`config.mk`:
```
export PLATFORM = sky130hd
export DESIGN_NAME = keypad_combination_lock
export DESIGN_NICKNAME = d
export VERILOG_FILES = /design/src/hw/rtl/kcl_pkg.sv /design/src/hw/rtl/keypad_combination_lock.sv /design/src/hw/rtl/kcl_step.sv
export SDC_FILE = /design/constraint.sdc
export NUM_CORES = 1
export LEC_CHECK = 0
export ABC_CLOCK_PERIOD_IN_PS = 2500
export BUFFER_PORTS_ARGS = -buffer_cell sky130_fd_sc_hd__buf_2
export CELL_PAD_IN_SITES_DETAIL_PLACEMENT = 1
export CELL_PAD_IN_SITES_GLOBAL_PLACEMENT = 2
export CORE_MARGIN = 5
export CORE_UTILIZATION = 35
export DETAILED_ROUTE_END_ITERATION = 16
export PLACE_DENSITY_LB_ADDON = 0.1
export SETUP_SLACK_MARGIN = 0.1
export SYNTH_ARGS = -nofsm -noshare
export SYNTH_HDL_FRONTEND = slang
export SYNTH_SLANG_ARGS = --single-unit
```
`constraint.sdc`:
```
create_clock -name clk -period 2.5 [get_ports clk]
set_input_delay 0.125 -clock clk [delete_from_list [all_inputs] [get_ports clk]]
set_output_delay 0.125 -clock clk [all_outputs]
set_load 0.02 [all_outputs]
```
`src/hw/rtl/kcl_pkg.sv`:
```
// Shared definitions for the keypad combination lock: state codes, key codes,
// display modes and the step result bundle. No dependencies.
package kcl_pkg;

  localparam int KeyW   = 8;
  localparam int StateW = 4;
  localparam int LedW   = 3;
  localparam int ModeW  = 2;

  localparam logic [StateW-1:0] ST_LOCK   = 4'd0;
  localparam logic [StateW-1:0] ST_S1     = 4'd1;
  localparam logic [StateW-1:0] ST_S2     = 4'd2;
  localparam logic [StateW-1:0] ST_S3     = 4'd3;
  localparam logic [StateW-1:0] ST_UNLOCK = 4'd4;
  localparam logic [StateW-1:0] ST_W1     = 4'd5;
  localparam logic [StateW-1:0] ST_W2     = 4'd6;
  localparam logic [StateW-1:0] ST_W3     = 4'd7;
  localparam logic [StateW-1:0] ST_ALARM  = 4'd8;
  localparam logic [StateW-1:0] ST_A1     = 4'd9;
  localparam logic [StateW-1:0] ST_R1     = 4'd10;
  localparam logic [StateW-1:0] ST_R2     = 4'd11;
  localparam logic [StateW-1:0] ST_R3     = 4'd12;
  localparam logic [StateW-1:0] ST_RESET  = 4'd13;

  localparam logic [KeyW-1:0] KEY_ONE   = 8'h31;
  localparam logic [KeyW-1:0] KEY_TWO   = 8'h32;
  localparam logic [KeyW-1:0] KEY_THREE = 8'h33;

  localparam logic [ModeW-1:0] MODE_LEDS  = 2'd0;
  localparam logic [ModeW-1:0] MODE_FLASH = 2'd1;
  localparam logic [ModeW-1:0] MODE_ALARM = 2'd2;

  typedef struct packed {
    logic [StateW-1:0] state;
    logic [LedW-1:0]   leds;
    logic [ModeW-1:0]  mode;
  } step_t;

endpackage

```
`src/hw/rtl/keypad_combination_lock.sv`:
```
// Top level of the keypad combination lock: input register, state registers
// and result register around kcl_step. Uses kcl_pkg.
//
// One key request in, one result out. A key is captured in an input register,
// and once the output register is free or draining it steps the lock state and
// LED registers through kcl_step while the result is written to the output
// register. Throughput is one key per cycle while results are taken. in_ready
// stays high while the output register is free or being drained, so one more
// key can wait in the input register while a result waits to be taken.
module keypad_combination_lock (
  input  logic                        clk,
  input  logic                        rst,
  input  logic                        in_valid,
  output logic                        in_ready,
  input  logic [kcl_pkg::KeyW-1:0]    key_code,
  output logic                        out_valid,
  input  logic                        out_ready,
  output logic [kcl_pkg::StateW-1:0]  lock_state,
  output logic                        led_first,
  output logic                        led_second,
  output logic                        led_third,
  output logic [kcl_pkg::ModeW-1:0]   display_mode
);

  logic                        key_valid;
  logic [kcl_pkg::KeyW-1:0]    key;
  logic [kcl_pkg::StateW-1:0]  state;
  logic [kcl_pkg::LedW-1:0]    leds;
  kcl_pkg::step_t              step;
  kcl_pkg::step_t              result;
  logic                        advance;

  // key moves into the output register when that register is free or draining
  assign advance  = key_valid && (!out_valid || out_ready);
  assign in_ready = !key_valid || advance;

  kcl_step u_step (
    .state  (state),
    .leds   (leds),
    .key    (key),
    .result (step)
  );

  always_ff @(posedge clk) begin
    if (rst) begin
      key_valid <= 1'b0;
      out_valid <= 1'b0;
      state     <= kcl_pkg::ST_LOCK;
      leds      <= '0;
    end else begin
      if (in_ready) begin
        key_valid <= in_valid;
      end
      if (advance) begin
        out_valid <= 1'b1;
        state     <= step.state;
        leds      <= step.leds;
      end else if (out_ready) begin
        out_valid <= 1'b0;
      end
    end
  end

  always_ff @(posedge clk) begin
    if (in_valid && in_ready) begin
      key <= key_code;
    end
    if (advance) begin
      result <= step;
    end
  end

  assign lock_state   = result.state;
  assign led_first    = result.leds[0];
  assign led_second   = result.leds[1];
  assign led_third    = result.leds[2];
  assign display_mode = result.mode;

endmodule

```
`src/hw/rtl/kcl_step.sv`:
```
// Next-state, progress LED and display mode logic for one key request.
// Purely combinational; uses kcl_pkg.
module kcl_step (
  input  logic [kcl_pkg::StateW-1:0] state,
  input  logic [kcl_pkg::LedW-1:0]   leds,
  input  logic [kcl_pkg::KeyW-1:0]   key,
  output kcl_pkg::step_t             result
);

  logic k1, k2, k3;
  logic [kcl_pkg::StateW-1:0] state_next;
  logic [kcl_pkg::LedW-1:0]   leds_next;
  logic [kcl_pkg::ModeW-1:0]  mode;

  assign k1 = (key == kcl_pkg::KEY_ONE);
  assign k2 = (key == kcl_pkg::KEY_TWO);
  assign k3 = (key == kcl_pkg::KEY_THREE);

  always_comb begin
    case (state)
      kcl_pkg::ST_LOCK:   state_next = k2 ? kcl_pkg::ST_S1 :
                                       (k1 ? kcl_pkg::ST_R1 : kcl_pkg::ST_W1);
      kcl_pkg::ST_S1:     state_next = k3 ? kcl_pkg::ST_S2 :
                                       (k1 ? kcl_pkg::ST_R2 : kcl_pkg::ST_W2);
      kcl_pkg::ST_S2:     state_next = k1 ? kcl_pkg::ST_S3 : kcl_pkg::ST_W3;
      kcl_pkg::ST_S3:     state_next = k3 ? kcl_pkg::ST_UNLOCK :
                                       (k1 ? kcl_pkg::ST_RESET : kcl_pkg::ST_ALARM);
      kcl_pkg::ST_UNLOCK: state_next = kcl_pkg::ST_RESET;
      kcl_pkg::ST_W1:     state_next = k1 ? kcl_pkg::ST_R2 : kcl_pkg::ST_W2;
      kcl_pkg::ST_W2:     state_next = k1 ? kcl_pkg::ST_R3 : kcl_pkg::ST_W3;
      kcl_pkg::ST_W3:     state_next = kcl_pkg::ST_ALARM;
      kcl_pkg::ST_ALARM:  state_next = k3 ? kcl_pkg::ST_A1 : kcl_pkg::ST_ALARM;
      kcl_pkg::ST_A1:     state_next = k1 ? kcl_pkg::ST_RESET : kcl_pkg::ST_ALARM;
      kcl_pkg::ST_R1:     state_next = k1 ? kcl_pkg::ST_RESET : kcl_pkg::ST_W2;
      kcl_pkg::ST_R2:     state_next = k1 ? kcl_pkg::ST_RESET : kcl_pkg::ST_W3;
      kcl_pkg::ST_R3:     state_next = k1 ? kcl_pkg::ST_RESET : kcl_pkg::ST_W2;
      default:            state_next = kcl_pkg::ST_LOCK;  // reset and unused codes
    endcase
  end

  // LEDs latch on the stage just entered; entering reset clears them all
  always_comb begin
    case (state_next)
      kcl_pkg::ST_S1, kcl_pkg::ST_W1, kcl_pkg::ST_R1: leds_next = leds | 3'b001;
      kcl_pkg::ST_S2, kcl_pkg::ST_W2, kcl_pkg::ST_R2: leds_next = leds | 3'b010;
      kcl_pkg::ST_S3, kcl_pkg::ST_W3, kcl_pkg::ST_R3: leds_next = leds | 3'b100;
      kcl_pkg::ST_RESET:                              leds_next = '0;
      default:                                        leds_next = leds;
    endcase
  end

  always_comb begin
    case (state_next)
      kcl_pkg::ST_UNLOCK:                  mode = kcl_pkg::MODE_FLASH;
      kcl_pkg::ST_ALARM, kcl_pkg::ST_A1:   mode = kcl_pkg::MODE_ALARM;
      default:                             mode = kcl_pkg::MODE_LEDS;
    endcase
  end

  assign result.state = state_next;
  assign result.leds  = leds_next;
  assign result.mode  = mode;

endmodule

```
After elaboration in Yosys (flattened, before gate mapping)
Cells that the tools add are included.

Flip-flop bits (word level): 26. Input bits: 12. Output and inout bits: 11. Logic and storage cells: 65.

Equal/unequal tests: 28. Multiplexer cells: 16. Reduce and logical (&&, ||, !) cells: 13.

Operators by type and width (number): case mux 4 bit (12 select lines) (1); == test 4 bit (second input constant) (11); == test 4 x 3 -> 1 bit (second input constant) (8); two-way mux 4 bit (8); == test 8 x 6 -> 1 bit (second input constant) (3); == test 4 x 2 -> 1 bit (second input constant) (4); case mux 3 bit (4 select lines) (1); OR reduction 3 bit (3); == test 4 x 1 -> 1 bit (second input constant) (2); two-way mux 3 bit (2); logical NOT 4 bit (1); case mux 2 bit (2 select lines) (1); OR reduction 2 bit (2); two-way mux 1 bit (3); logical AND 1 bit (2); logical NOT 1 bit (2); logical OR 1 bit (2); nonzero test 2 bit (1).

Logic depth before layout (Yosys ltp)
Depth in word-level cells: 7. Depth in mapped cells: 10. Depth with buffers taken out: 8.

By module
From an unflattened synthesis, not the netlist that was laid out.

Cell total of the unflattened synthesis: 127. Area, all modules: 1423.9 sq um.

By module, submodules not included: keypad_combination_lock (instances 1, cells an instance 57, area each 910.9 sq um, seq. area each 690.7 sq um); kcl_step (instances 1, cells an instance 70, area each 513.0 sq um, seq. area each 0.0 sq um).

Least setup slack after synthesis
Ideal clock, no wire load.

Kind: register to register. Start: register key[1] (netlist name). End: register result (netlist bit led_third) (data pin). Library setup time: 0.260 ns. Arrival time: 1.767 ns. Data required time: 2.240 ns. Setup slack: 0.473 ns. Stages on the path, launching flop included: 9. Path buffers: 1. Clock period less this slack: 2.027 ns. Path through: edfxtp_1 > nor4b_4 > nand2_1 > a22o_1 > o221ai_1 > buf_4 > nand2_1 > nor2_1 > o21ai_1.

RTL lines: start, declared (RTL line keypad_combination_lock.sv:26) `logic [kcl_pkg::KeyW-1:0] key;`; start signal, assigned (RTL line keypad_combination_lock.sv:66) `key <= key_code;`; end signal, assigned (RTL line keypad_combination_lock.sv:69) `result <= step;`; end, declared (RTL line keypad_combination_lock.sv:30) `kcl_pkg::step_t result;`.

==> impl_results.rst <==
.. list-table::
   :header-rows: 1

   * - Metric
     - Value
   * - Proportion of netlist area held by the largest area contributor
     - a little under two fifths
   * - Arrival @ worst endpoint
     - 2.28 ns
   * - Total of fill cells in the finished design
     - approximately 430
   * - Boundary pin count
     - 23
   * - Overall die width
     - 72.6 um
   * - Layout cell share with drive strength beyond 1
     - 30.5%
   * - Final setup violating endpoints
     - 0
   * - Total Routed Length
     - 3.16 mm
   * - First-pass GRT wire length
     - 5.29 mm
   * - Seq. cell area
     - slightly below 700 sq um
   * - Total leakage power
     - about 0.6 nW
   * - TritonCTS buffer count
     - 3
   * - DIE AREA
     - 5270 sq um
   * - Detail-routed via count per cell
     - 5.34
   * - Area growth from synthesis to layout
     - 17.0%
   * - Post-Synthesis Net Count
     - 140
   * - Number of buffers inserted by hold repair at cts
     - 0
   * - Critical-path cell list
     - nor4bb_1, buf_4, nand3_1, mux2i_1, o311ai_4, nand2_1, nor2_1, o21ai_1
   * - Logic depth of the worst register-to-register path
     - 8
   * - Async SR Flop Fraction
     - 0%
   * - DRC errors left
     - 0
   * - Run status
     - completed
   * - Vias in the first global route
     - 1101
   * - Via total after detailed routing
     - 1078
   * - Combined area of all synthesized cells
     - between 1000 and 1500 sq um
   * - Antenna violations before repair
     - 0
   * - Share of synthesized area occupied by flip-flops and latches
     - about half
   * - Number of enable flip-flop cells after synthesis
     - 17
   * - Final nets
     - roughly 170
   * - Transition time at the pin with the least slew margin
     - 0.462 ns
   * - Critical Path Max Stage Delay
     - 0.41 ns
   * - Critical Path RT
     - 2.53 ns
   * - Number of hold violations in the final report
     - 0
   * - Fin Setup TNS
     - 0 ns
   * - Grt total ovfl
     - 0
   * - Most used standard cell by instance count after synthesis
     - sky130_fd_sc_hd__edfxtp_1
   * - Internal power consumption
     - 0.000677 W
   * - Maximum fanout count along the critical path
     - 9
   * - Maximum number of pins on one net before global-route repair
     - 15
   * - Maximum buffer depth of the clock tree
     - 2
   * - Yosys synthesis warning count
     - 0
   * - Final Skew
     - 0.00351 ns
   * - Post-DR wirelength/cell
     - 15.6 um
   * - Net load switching power
     - 0.000261 W
   * - Initial Utilization
     - 36.9%
   * - Clock latency on the worst-skew pair
     - 0.27 ns
   * - Startpoint Class
     - register
   * - Proportion of power drawn by combinational gates
     - 20.1%
   * - Post-CTS clock slew at the launch and capture registers of the worst setup and hold paths
     - about 0.09 ns
   * - Count of pins over their slew limit
     - 0
   * - Total of buffers placed on input and output ports
     - 22
   * - Root buf cell
     - sky130_fd_sc_hd__clkbuf_8
   * - Detail Route Antenna Nets
     - 0
   * - Number of violations of the max-capacitance limit
     - 0
   * - Worst IR Drop VDD
     - 0.346 mV
   * - Top post-synthesis cells by area
     - sky130_fd_sc_hd__edfxtp_1 37%, sky130_fd_sc_hd__dfxtp_1 13%, sky130_fd_sc_hd__nor2_1 4.4%, sky130_fd_sc_hd__a21oi_1 2.9%, sky130_fd_sc_hd__nand2b_1 2.3%
   * - Flop pwr share
     - 54.7%
   * - Flip-flop and latch count after synthesis
     - 26
   * - Power per standard cell area
     - 585 nW/um^2
   * - Max Fclk
     - 444 MHz
   * - H-tree Lvls
     - 1
   * - Most common flop cell mapped by yosys
     - sky130_fd_sc_hd__edfxtp_1
   * - Detailed-router iteration count before antenna repair
     - 4
   * - Worst Hold Depth
     - 1
   * - Sw Ratio
     - about 28%
   * - HPWL after detailed placement
     - 2.39 mm
   * - Worst hold path type
     - input port to register
   * - Shortest period the worst path allows
     - 2.25 ns
   * - Slowest-stage cell, CP
     - sky130_fd_sc_hd__o311ai_4
   * - Critical path start-end classification
     - register to register
   * - Mapped Avg Cell Area
     - 10.7 sq um
   * - Clock net sink count
     - 26
   * - Number of standard cells after synthesis
     - 128
   * - Count of inserted antenna diode cells
     - 0
   * - Overall routing resource usage
     - 13.1%
   * - Clock network fraction of design power
     - 25.2%
   * - Critical path endpoint category
     - register
   * - Footprint of the multi-input gates
     - ~620 sq um
   * - Area of the placeable core
     - 3720 sq um
   * - Final core occ
     - between 40% and 50%
   * - Placer congestion estimate
     - 0.750
   * - Slew Limit Headroom
     - 69.2%
   * - Die Y-Extent
     - 72.6 um
   * - Library cell occupying the most area in the post-synthesis netlist
     - sky130_fd_sc_hd__edfxtp_1
   * - Ranking of synthesized cells by instance count
     - 17 x sky130_fd_sc_hd__edfxtp_1, 16 x sky130_fd_sc_hd__nor2_1, 9 x sky130_fd_sc_hd__dfxtp_1
   * - Number of distinct library cells after synthesis
     - 46
   * - Unrepaired setup endpoints after global routing
     - no
   * - Period utilisation layout
     - between 90% and 100%
   * - 1st-iter DRT viols
     - 66
   * - Row count
     - 22
   * - TritonCTS clock tree
     - yes
metal layers:
| layer | share of wire (%) | global-route usage (%) |
|---|---|---|
| met4 | 2.0 | 6.15 |
| met1 | 47 | 16.9 |
| met5 | 0 | 0 |
| met2 | 47 | 20.7 |
| met3 | 3.9 | 2.77 |
power by group through the flow:
stage / combinational (W) / sequential (W) / clock, W
2_1_floorplan: 0.000131 / 0.000525 / 0
6_report: 0.000189 / 0.000513 / 0.000236
4_1_cts: 0.000190 / 0.000513 / 0.000248
5_1_grt: 0.000209 / 0.000518 / 0.000267
3_3_place_gp: 0.000186 / 0.000522 / 0
3_5_place_dp: 0.000189 / 0.000523 / 0
what timing repair did:
item / 4_1_cts / 5_1_grt
hold endpoints to repair: 0 / 0
resized for setup: 0 / 1
buffers inserted: 0 / 1
setup endpoints to repair: 0 / 6
final timing paths:
check,startpoint,end,slack (ns)
hold reg to reg,leds[0],leds[0],0.52
setup reg to reg,key[3],led_third,0.25
setup / recovery,key[3],led_third,0.25
hold / removal,key_code[4],key[4],0.03
placed cells by master (no fill, tap or decap), types with 3 or more instances in the layout:
cell type / count
sky130_fd_sc_hd__nor3_1: 6
sky130_fd_sc_hd__a211oi_1: 3
sky130_fd_sc_hd__edfxtp_1: 17
sky130_fd_sc_hd__a21oi_1: 8
sky130_fd_sc_hd__dfxtp_1: 8
sky130_fd_sc_hd__clkbuf_8: 3
sky130_fd_sc_hd__nand2_1: 8
sky130_fd_sc_hd__buf_2: 22
sky130_fd_sc_hd__nand2b_1: 5
sky130_fd_sc_hd__a31oi_1: 4
sky130_fd_sc_hd__buf_4: 8
sky130_fd_sc_hd__nor2_1: 16
sky130_fd_sc_hd__and2_1: 3
stage by stage:
step | hold WS [ns] | std cells | total power, W | area, sq um | setup slack [ns]
floorplan | 0.224 | 128 | 0.000656 | 1370 | 0.473
global placement | 0.301 | 197 | 0.000708 | 1550 | 0.270
detailed placement | 0.305 | 197 | 0.000712 | 1550 | 0.222
CTS | 0.0196 | 201 | 0.000952 | 1590 | 0.216
global route | 0.00922 | 202 | 0.000994 | 1600 | 0.103
finish | 0.0271 | 202 | 0.000938 | 1600 | 0.249
final cells by class:
cell class,instances,area share (%)
inverter,4,0.937
clock buffer,3,2.58
sequential,26,43.2
timing repair buffer,30,10.6
tap,48,3.75
clock inverter,1,0.234
multi-input combinational,90,38.7
flip-flops by register name, summed over array words and instances (netlist names):
| register | count |
|---|---|
| led_third | 1 |
| key | 8 |
| led_second | 1 |
| lock_state | 4 |
| out_valid | 1 |
| led_first | 1 |
| display_mode | 2 |
| key_valid | 1 |
| leds | 3 |
| state | 4 |
worst max-delay path: cells and delay by family, from the launching register on:
| family | cells | cell delay [ns] |
|---|---|---|
| DFF | 1 | 0.37 |
| AOI/OAI and AO/OA | 2 | 0.50 |
| buffers and inverters | 1 | 0.21 |
| and+or+nand+nor | 4 | 0.73 |
| muxes | 1 | 0.18 |
cells by family (layout without fill, tap and decap cells):
family / count (synthesis) / in the layout / synth area share (%)
flip-flops: 26 / 26 / 50.4
AO/OA/AOI/OAI: 33 / 33 / 20.3
buffers and inverters: 12 / 38 / 4.29
multiplexers: 1 / 1 / 0.731
AND/OR/NAND/NOR: 56 / 56 / 24.3
Note: power is estimated with default switching activity, not from simulation.
